`src/rtl/core/uartrb_pkg.sv`:
```
// Package for the UART ring-buffer front end: event codes, status codes,
// the control bundle between sequencer and top level, and the hex digit helper.
// No dependencies.
package uartrb_pkg;

  // Event codes on op
  localparam logic [2:0] OP_RX_BYTE  = 3'd0;
  localparam logic [2:0] OP_HOST_RD  = 3'd1;
  localparam logic [2:0] OP_LINE_RDY = 3'd2;
  localparam logic [2:0] OP_HOST_TX  = 3'd3;
  localparam logic [2:0] OP_HOST_HEX = 3'd4;

  // Status codes
  localparam logic [2:0] ST_OK         = 3'd0;
  localparam logic [2:0] ST_TX_FULL    = 3'd1;
  localparam logic [2:0] ST_RX_EMPTY   = 3'd2;
  localparam logic [2:0] ST_RX_OVERRUN = 3'd3;
  localparam logic [2:0] ST_ECHO_DROP  = 3'd4;

  // ASCII bases for hex digits
  localparam logic [7:0] HEX_ALPHA = 8'h40;
  localparam logic [7:0] HEX_NUM   = 8'h30;

  // Default ring depths
  localparam int DEF_RX_DEPTH = 256;
  localparam int DEF_TX_DEPTH = 256;

  // Control bundle from the sequencer to the storage/result side
  typedef struct packed {
    logic       fire;          // transaction completes this cycle
    logic       rx_we;
    logic [7:0] rx_wdata;
    logic       rx_re;
    logic       tx_we;
    logic [7:0] tx_wdata;
    logic       tx_re;
    logic       line_valid;
    logic       read_valid;
    logic [2:0] status;
    logic       rx_pending;
    logic       tx_irq_enabled;
  } ctl_t;

  // Uppercase ASCII hex digit of one nibble
  function automatic logic [7:0] hex_digit(input logic [3:0] nib);
    logic [7:0] res;
    if (nib > 4'd9) begin
      res = 8'(nib - 4'd9) | HEX_ALPHA;
    end else begin
      res = 8'(nib) | HEX_NUM;
    end
    return res;
  endfunction

endpackage

```
`src/rtl/core/uart_ring_buffers_with_echo.sv`:
```
// Top level of the UART ring-buffer front end with receive echo.
// Holds the two byte stores and the result register; uses uartrb_pkg
// and uartrb_ctrl.
//
//   channel  | handshake                 | payload
//   ---------+---------------------------+---------------------------------
//   event in | start, busy (accept: start & !busy) | op, data
//   result   | done (one cycle, no stall)| line_valid, line_byte, read_valid,
//            |                           | read_byte, status, rx_pending,
//            |                           | tx_irq_enabled
//
// An accepted transaction passes the input register in uartrb_ctrl and then
// the result register before it shows on done. A hex send with room for both
// digits writes its digits one after the other (one store write port, two digits)
// and raises busy while the first digit is written; every other event, and a hex
// send without room, holds nothing and a new event may follow at once.
// Reset is synchronous on rst and clears pointers, flags, input valid, hex phase
// and done; the stores are not cleared. The receiver cannot stall, so done is never held.
module uart_ring_buffers_with_echo
  import uartrb_pkg::*;
#(
  parameter int RX_DEPTH = DEF_RX_DEPTH,
  parameter int TX_DEPTH = DEF_TX_DEPTH
) (
  input  logic       clk,
  input  logic       rst,
  input  logic       start,
  output logic       busy,
  input  logic [2:0] op,
  input  logic [7:0] data,
  output logic       done,
  output logic       line_valid,
  output logic [7:0] line_byte,
  output logic       read_valid,
  output logic [7:0] read_byte,
  output logic [2:0] status,
  output logic       rx_pending,
  output logic       tx_irq_enabled
);

  localparam int RX_AW = (RX_DEPTH > 2) ? $clog2(RX_DEPTH) : 1;
  localparam int TX_AW = (TX_DEPTH > 2) ? $clog2(TX_DEPTH) : 1;

  ctl_t             ctl;
  logic [RX_AW-1:0] rx_waddr, rx_raddr;
  logic [TX_AW-1:0] tx_waddr, tx_raddr;

  uartrb_ctrl #(
    .RX_DEPTH(RX_DEPTH),
    .TX_DEPTH(TX_DEPTH)
  ) u_ctrl (
    .clk     (clk),
    .rst     (rst),
    .start   (start),
    .op      (op),
    .data    (data),
    .busy    (busy),
    .ctl     (ctl),
    .rx_waddr(rx_waddr),
    .rx_raddr(rx_raddr),
    .tx_waddr(tx_waddr),
    .tx_raddr(tx_raddr)
  );

  // Byte stores, one write and one registered read each
  logic [7:0] rx_mem [RX_DEPTH];
  logic [7:0] tx_mem [TX_DEPTH];
  logic [7:0] rx_rd, tx_rd;

  always_ff @(posedge clk) begin
    if (ctl.rx_we) begin
      rx_mem[rx_waddr] <= ctl.rx_wdata;
    end
    if (ctl.rx_re) begin
      rx_rd <= rx_mem[rx_raddr];
    end
  end

  always_ff @(posedge clk) begin
    if (ctl.tx_we) begin
      tx_mem[tx_waddr] <= ctl.tx_wdata;
    end
    if (ctl.tx_re) begin
      tx_rd <= tx_mem[tx_raddr];
    end
  end

  // Result register
  always_ff @(posedge clk) begin
    if (rst) begin
      done <= 1'b0;
    end else begin
      done <= ctl.fire;
    end
    if (ctl.fire) begin
      line_valid     <= ctl.line_valid;
      read_valid     <= ctl.read_valid;
      status         <= ctl.status;
      rx_pending     <= ctl.rx_pending;
      tx_irq_enabled <= ctl.tx_irq_enabled;
    end
  end

  assign line_byte = line_valid ? tx_rd : 8'h00;
  assign read_byte = read_valid ? rx_rd : 8'h00;

  // Checks
  a_one_pop: assert property (@(posedge clk) disable iff (rst)
    done |-> !(line_valid && read_valid))
    else $error("line and read pops in one transaction");

  a_hex_two: assert property (@(posedge clk) disable iff (rst)
    busy |=> !busy)
    else $error("hex send held more than two cycles");

  a_latency: assert property (@(posedge clk) disable iff (rst)
    (start && !busy && (op != OP_HOST_HEX)) |-> ##2 done)
    else $error("result missing two cycles after accept");

  a_empty_read: assert property (@(posedge clk) disable iff (rst)
    (done && (status == ST_RX_EMPTY)) |-> (!read_valid && !rx_pending))
    else $error("empty read returned data or left flag set");

endmodule

```
`src/rtl/core/uartrb_ctrl.sv`:
```
// Sequencer for the UART ring buffers: input register, ring pointers,
// flags, and the per-event decision logic. Uses uartrb_pkg.
// Memory accesses are issued to the top level through ctl_t.
module uartrb_ctrl
  import uartrb_pkg::*;
#(
  parameter int RX_DEPTH = DEF_RX_DEPTH,
  parameter int TX_DEPTH = DEF_TX_DEPTH,
  localparam int RX_AW = (RX_DEPTH > 2) ? $clog2(RX_DEPTH) : 1,
  localparam int TX_AW = (TX_DEPTH > 2) ? $clog2(TX_DEPTH) : 1
) (
  input  logic             clk,
  input  logic             rst,
  input  logic             start,
  input  logic [2:0]       op,
  input  logic [7:0]       data,
  output logic             busy,
  output ctl_t             ctl,
  output logic [RX_AW-1:0] rx_waddr,
  output logic [RX_AW-1:0] rx_raddr,
  output logic [TX_AW-1:0] tx_waddr,
  output logic [TX_AW-1:0] tx_raddr
);

  // Ring index increments modulo depth
  function automatic logic [RX_AW-1:0] rx_inc(input logic [RX_AW-1:0] p);
    return (p == RX_AW'(RX_DEPTH - 1)) ? '0 : p + RX_AW'(1);
  endfunction

  function automatic logic [TX_AW-1:0] tx_inc(input logic [TX_AW-1:0] p);
    return (p == TX_AW'(TX_DEPTH - 1)) ? '0 : p + TX_AW'(1);
  endfunction

  // Input register and hex phase
  logic       s_valid;
  logic [2:0] s_op;
  logic [7:0] s_data;
  logic       phase, phase_next;

  // Ring state
  logic [RX_AW-1:0] rx_head, rx_head_next, rx_tail, rx_tail_next;
  logic [TX_AW-1:0] tx_head, tx_head_next, tx_tail, tx_tail_next;
  logic             rx_flag, rx_flag_next;
  logic             irq_on, irq_on_next;

  logic [RX_AW-1:0] rx_nh, rx_nt;
  logic [TX_AW-1:0] tx_nh, tx_nh2, tx_nt;
  logic             rx_full, tx_full, hex_room;

  assign rx_nh    = rx_inc(rx_head);
  assign rx_nt    = rx_inc(rx_tail);
  assign tx_nh    = tx_inc(tx_head);
  assign tx_nh2   = tx_inc(tx_nh);
  assign tx_nt    = tx_inc(tx_tail);
  assign rx_full  = (rx_nh == rx_tail);
  assign tx_full  = (tx_nh == tx_tail);
  assign hex_room = !tx_full && (tx_nh2 != tx_tail);

  // A hex send with room for both digits holds the input register for its second digit
  assign busy = s_valid && (s_op == OP_HOST_HEX) && !phase && hex_room;

  assign rx_waddr = rx_nh;
  assign rx_raddr = rx_nt;
  assign tx_waddr = tx_nh;
  assign tx_raddr = tx_nt;

  // Event decode
  always_comb begin
    rx_head_next = rx_head;
    rx_tail_next = rx_tail;
    tx_head_next = tx_head;
    tx_tail_next = tx_tail;
    rx_flag_next = rx_flag;
    irq_on_next  = irq_on;
    phase_next   = 1'b0;
    ctl          = '0;
    ctl.rx_wdata = s_data;
    ctl.tx_wdata = s_data;
    ctl.status   = ST_OK;
    if (s_valid) begin
      case (s_op)
        OP_RX_BYTE: begin
          if (rx_full) begin
            ctl.status = ST_RX_OVERRUN;
          end else begin
            ctl.rx_we    = 1'b1;
            rx_head_next = rx_nh;
            if (tx_full) begin
              ctl.status = ST_ECHO_DROP;
            end else begin
              ctl.tx_we    = 1'b1;
              tx_head_next = tx_nh;
              irq_on_next  = 1'b1;
            end
          end
          rx_flag_next = 1'b1;
        end
        OP_HOST_RD: begin
          if (rx_head == rx_tail) begin
            ctl.status = ST_RX_EMPTY;
          end else begin
            ctl.rx_re      = 1'b1;
            ctl.read_valid = 1'b1;
            rx_tail_next   = rx_nt;
            if (rx_head == rx_nt) begin
              rx_flag_next = 1'b0;
            end
          end
        end
        OP_LINE_RDY: begin
          if (tx_head != tx_tail) begin
            ctl.tx_re      = 1'b1;
            ctl.line_valid = 1'b1;
            tx_tail_next   = tx_nt;
          end else begin
            irq_on_next = 1'b0;
          end
        end
        OP_HOST_TX: begin
          if (tx_full) begin
            ctl.status = ST_TX_FULL;
          end else begin
            ctl.tx_we    = 1'b1;
            tx_head_next = tx_nh;
            irq_on_next  = 1'b1;
          end
        end
        OP_HOST_HEX: begin
          if (phase) begin
            // low digit; room was checked in the first phase
            ctl.tx_we    = 1'b1;
            ctl.tx_wdata = hex_digit(s_data[3:0]);
            tx_head_next = tx_nh;
            irq_on_next  = 1'b1;
          end else if (!hex_room) begin
            ctl.status = ST_TX_FULL;
          end else begin
            ctl.tx_we    = 1'b1;
            ctl.tx_wdata = hex_digit(s_data[7:4]);
            tx_head_next = tx_nh;
            irq_on_next  = 1'b1;
            phase_next   = 1'b1;
          end
        end
        default: begin
        end
      endcase
    end
    ctl.fire           = s_valid && !busy;
    ctl.rx_pending     = rx_flag_next;
    ctl.tx_irq_enabled = irq_on_next;
  end

  // Input register
  always_ff @(posedge clk) begin
    if (rst) begin
      s_valid <= 1'b0;
      phase   <= 1'b0;
    end else begin
      phase <= phase_next;
      if (!busy) begin
        s_valid <= start;
      end
    end
    if (start && !busy) begin
      s_op   <= op;
      s_data <= data;
    end
  end

  // Ring pointers and flags
  always_ff @(posedge clk) begin
    if (rst) begin
      rx_head <= '0;
      rx_tail <= '0;
      tx_head <= '0;
      tx_tail <= '0;
      rx_flag <= 1'b0;
      irq_on  <= 1'b0;
    end else begin
      rx_head <= rx_head_next;
      rx_tail <= rx_tail_next;
      tx_head <= tx_head_next;
      tx_tail <= tx_tail_next;
      rx_flag <= rx_flag_next;
      irq_on  <= irq_on_next;
    end
  end

endmodule
```
`config.mk`:
```
export PLATFORM = sky130hd
export DESIGN_NAME = uart_ring_buffers_with_echo
export DESIGN_NICKNAME = d
export VERILOG_FILES = /design/src/rtl/core/uartrb_pkg.sv /design/src/rtl/core/uart_ring_buffers_with_echo.sv /design/src/rtl/core/uartrb_ctrl.sv
export SDC_FILE = /design/constraint.sdc
export NUM_CORES = 2
export LEC_CHECK = 0
export ABC_AREA = 1
export BUFFER_PORTS_ARGS = -buffer_cell sky130_fd_sc_hd__buf_4
export CAP_MARGIN = 15
export CELL_PAD_IN_SITES_DETAIL_PLACEMENT = 1
export CELL_PAD_IN_SITES_GLOBAL_PLACEMENT = 1
export CORE_ASPECT_RATIO = 2
export CORE_MARGIN = 5
export CORE_UTILIZATION = 50
export CTS_BUF_LIST = sky130_fd_sc_hd__clkbuf_8
export CTS_CLUSTER_SIZE = 16
export DETAILED_ROUTE_END_ITERATION = 16
export PLACE_DENSITY = 0.74
export SLEW_MARGIN = 10
export SYNTH_ARGS = -nofsm -noshare
export SYNTH_HDL_FRONTEND = slang
export SYNTH_HIERARCHICAL = 1
export SYNTH_SLANG_ARGS = --single-unit
```
`constraint.sdc`:
```
create_clock -name clk -period 18.67 [get_ports clk]
set_clock_uncertainty 0.2 [all_clocks]
set_input_delay 2.8005 -clock clk [delete_from_list [all_inputs] [get_ports clk]]
set_output_delay 2.8005 -clock clk [all_outputs]
set_load 0.1 [all_outputs]
```
==> flow_summary.toml <==
[setup_path]
slowest_stage = "buf_4"
crit_top_cell = "nand3_1"
required_ns = 19.32
crit_path_end_kind = "register"
reg2reg_slack_ns = 10.93
path_class = "reg2reg"
cp_cell_sequence = "ha_4 > buf_4 > buf_4 > buf_4 > buf_4 > buf_4 > nand3_1 > nand3_1 > nand3_1 > nand3_1 > nand3_1 > nand3_1 > nand2_1 > nand2_1 > nand2_1"
cp_max_fo = 85
critical_path_arrival_ns = 8.39
start_kind = "register"
max_stage_delay_ns = 0.96

[logic_synthesis]
postSynthAreaPerCell_um2 = 11.7
yosysSeqAreaShare_pct = 73.0
yosys_warnings = 6
syn_area_mm2 = 0.171
syn_inst = 14600
synth_area_leaders = "edfxtp_1 73%, nand3_1 12%, nand2_1 9.7%"
synth_area_leader_cell = "edfxtp_1"
netlist.area_leader.share_pct = 72.6
synth_nets = 14600
synthFlopType = "edfxtp_1"
synth_seq_cells = 4167
synth_commonest_cells = "4404 x nand2_1, 4130 x edfxtp_1, 4080 x nand3_1, 600 x nor2_1, 504 x buf_2"
synth_cell_types = 38
yosysMostFrequentCell = "nand2_1"
synthArstFlopShare_pct = 0
synth_edf_count = 4130

[global_routing]
grt_pass1_vias = 124000
grt_antenna_before_repair = 17
grt_pass1_wl_um = 799000
grtUsageTotal_pct = 30.3
grt_overflow = 0
grt_max_degree = 290

[timing]
drv_slew = 87
rsz0062_at_grt = "false"
hold_viol_final = 0
fmax_mhz = 129
max_slew.worst_pin.slew_ns = 1.61
max_slew_margin_pct = -7.32
period_share_pct = 41.5
fin_setup_tns_ns = 0
setup_viol = 0
whs_ns = 0.283
period_needed_ns = 7.74

[route]
via_per_inst = 6.05
drc = 0
drtPass1Iterations = 6
postRouteAntennaNets = 0
drt_iter0_drc = 9753
vias = 117000
totalWireLength_um = 550000
wl_per_cell_um = 28.5

[finish]
drive_above_1_share_pct = 6.93
fill_cells = 35100
area_growth_pct = 7.98
post-route-util_pct = 54.2
final_net_count = 14500

[clocking]
numCtsBuffers = 584
cts.sinks = 4167
cts_tree = "built"
clockBufferDepth = 4
cts_root_buffer = "clkbuf_8"
ctsResizeCount = 0
htreeDepth = 6
clkTransAtPathRegs_ns = 0.07
insertion_delay_ns = 1.10
ctsHoldBuffers = 0
cts_setup_buffers = 0

[power_and_ir_drop]
power.leakage_nw = 63.8
power.share.switching_pct = 22.8
power.share.clock_pct = 38.2
p_int_mw = 13.8
seqPwrFrac_pct = 57.8
power_frac_comb_pct = 4.1
irDropWorstVdd_v = 0.0000711
p_switching_mw = 4.08
powerDensity_mw_per_mm2 = 96.9

[worst_hold_path]
hold_class = "reg2reg"

[floorplanning]
core_area_mm2 = 0.340
pin_count = 39
rows = 303
dieArea_mm2 = 0.354
die_h_um = 837
start_util_pct = 50.2
die_w_um = 423

[place]
gp_congestion = 0.926
hpwlAfterDp_um = 337000
portBuffers = 38

[job]
maxCapViolCount = 0

[run_status]
status = "finished with violations"
failed_checks = "slew limit"
## state kept, by name (all words and copies together), names as in the netlist, 3 cells and up
name            flops
status              3
u_ctrl/tx_tail      8
rx_rd               8
u_ctrl/rx_head      8
u_ctrl/s_op         3
tx_rd               8
u_ctrl/s_data       8
rx_mem           2048
tx_mem           2048
u_ctrl/tx_head      8
u_ctrl/rx_tail      8
## worst paths after layout
path / startpoint / endpoint / cells past startpoint
worst max-delay path: u_ctrl/rx_tail[1] / rx_rd[0] / 15
worst max register to register: u_ctrl/rx_tail[1] / rx_rd[0] / 15
worst min register to register: u_ctrl/rx_flag / u_ctrl/rx_flag / 2
worst min-delay path: u_ctrl/rx_flag / u_ctrl/rx_flag / 2
## cell families after synthesis
group	after synthesis	synth area share, %
XOR/XNOR	30	0.154
buffers and inverters	1155	3.31
adder cells (fa/ha/maj)	9	0.0659
AO/OA/AOI/OAI	83	0.264
flip-flops	4167	73.0
AND/OR/NAND/NOR	9158	23.2
## layout make-up
| type | instances | area, um^2 | share of cell area, % |
|---|---|---|---|
| flip-flops and latches | 4167 | 125000 | 67.6 |
| multi-input cells | 9280 | 40700 | 22.1 |
| clock buffers | 608 | 8370 | 4.53 |
| well taps | 4422 | 5530 | 3.00 |
| clock inverters | 406 | 2350 | 1.27 |
| repair buffers | 234 | 2040 | 1.10 |
| inverters | 173 | 749 | 0.406 |
| diodes | 16 | 40.0 | 0.0217 |
## worst max-delay path: cells and delay by family, from the launching register on
family                     cells  cell delay (ns)
adders and majority gates      1             0.75
buffers and inverters          5             4.22
DFF                            1             0.41
and+or+nand+nor                9             1.60
## metrics by stage
step / setup WS (ns) / instance area, um^2 / cells / power [mW]
global placement: 11.12 / 174000 / 18300 / 11.2
global route: 10.65 / 185000 / 19300 / 18.4
finish: 10.93 / 185000 / 19300 / 17.9
floorplan: 4.50 / 171000 / 14600 / 11.0
CTS: 10.93 / 184000 / 19300 / 18.0
detailed placement: 11.06 / 174000 / 18300 / 11.3
## layout by cell type, fill, tap and decap left out, types with 16 or more instances in the layout
master and instances:
nand2_1 4398, edfxtp_1 4130, nand3_1 4071, clkbuf_8 608, nor2_1 593, inv_1 318, buf_4 211, clkinv_1 129
clkinv_2 61, dfxtp_1 37, o21ai_0 37, a21oi_1 33, bufinv_16 24, xor2_1 24, nor3_1 22, nand4_1 20
buf_12 20, diode_2 16
## per-layer routing
layer  vias to the layer above  routed length, um  GRT usage (%)
met4                        10              55000           25.8
met1                     59200             180000           30.7
met5                         -                 56              0
met2                      4450             285000           54.3
met3                      1875              29500           4.37
li1                      51300                  -              -
## power by group through the flow
stage          registers, mW  logic [mW]  clock network (mW)
2_1_floorplan           10.6       0.353                   0
6_report                10.3       0.726                6.82
3_3_place_gp            10.5       0.694                   0
3_5_place_dp            10.5       0.721                   0
5_1_grt                 10.3       0.766                7.35
4_1_cts                 10.3       0.724                6.91
Power figures use the tool's default switching activity.
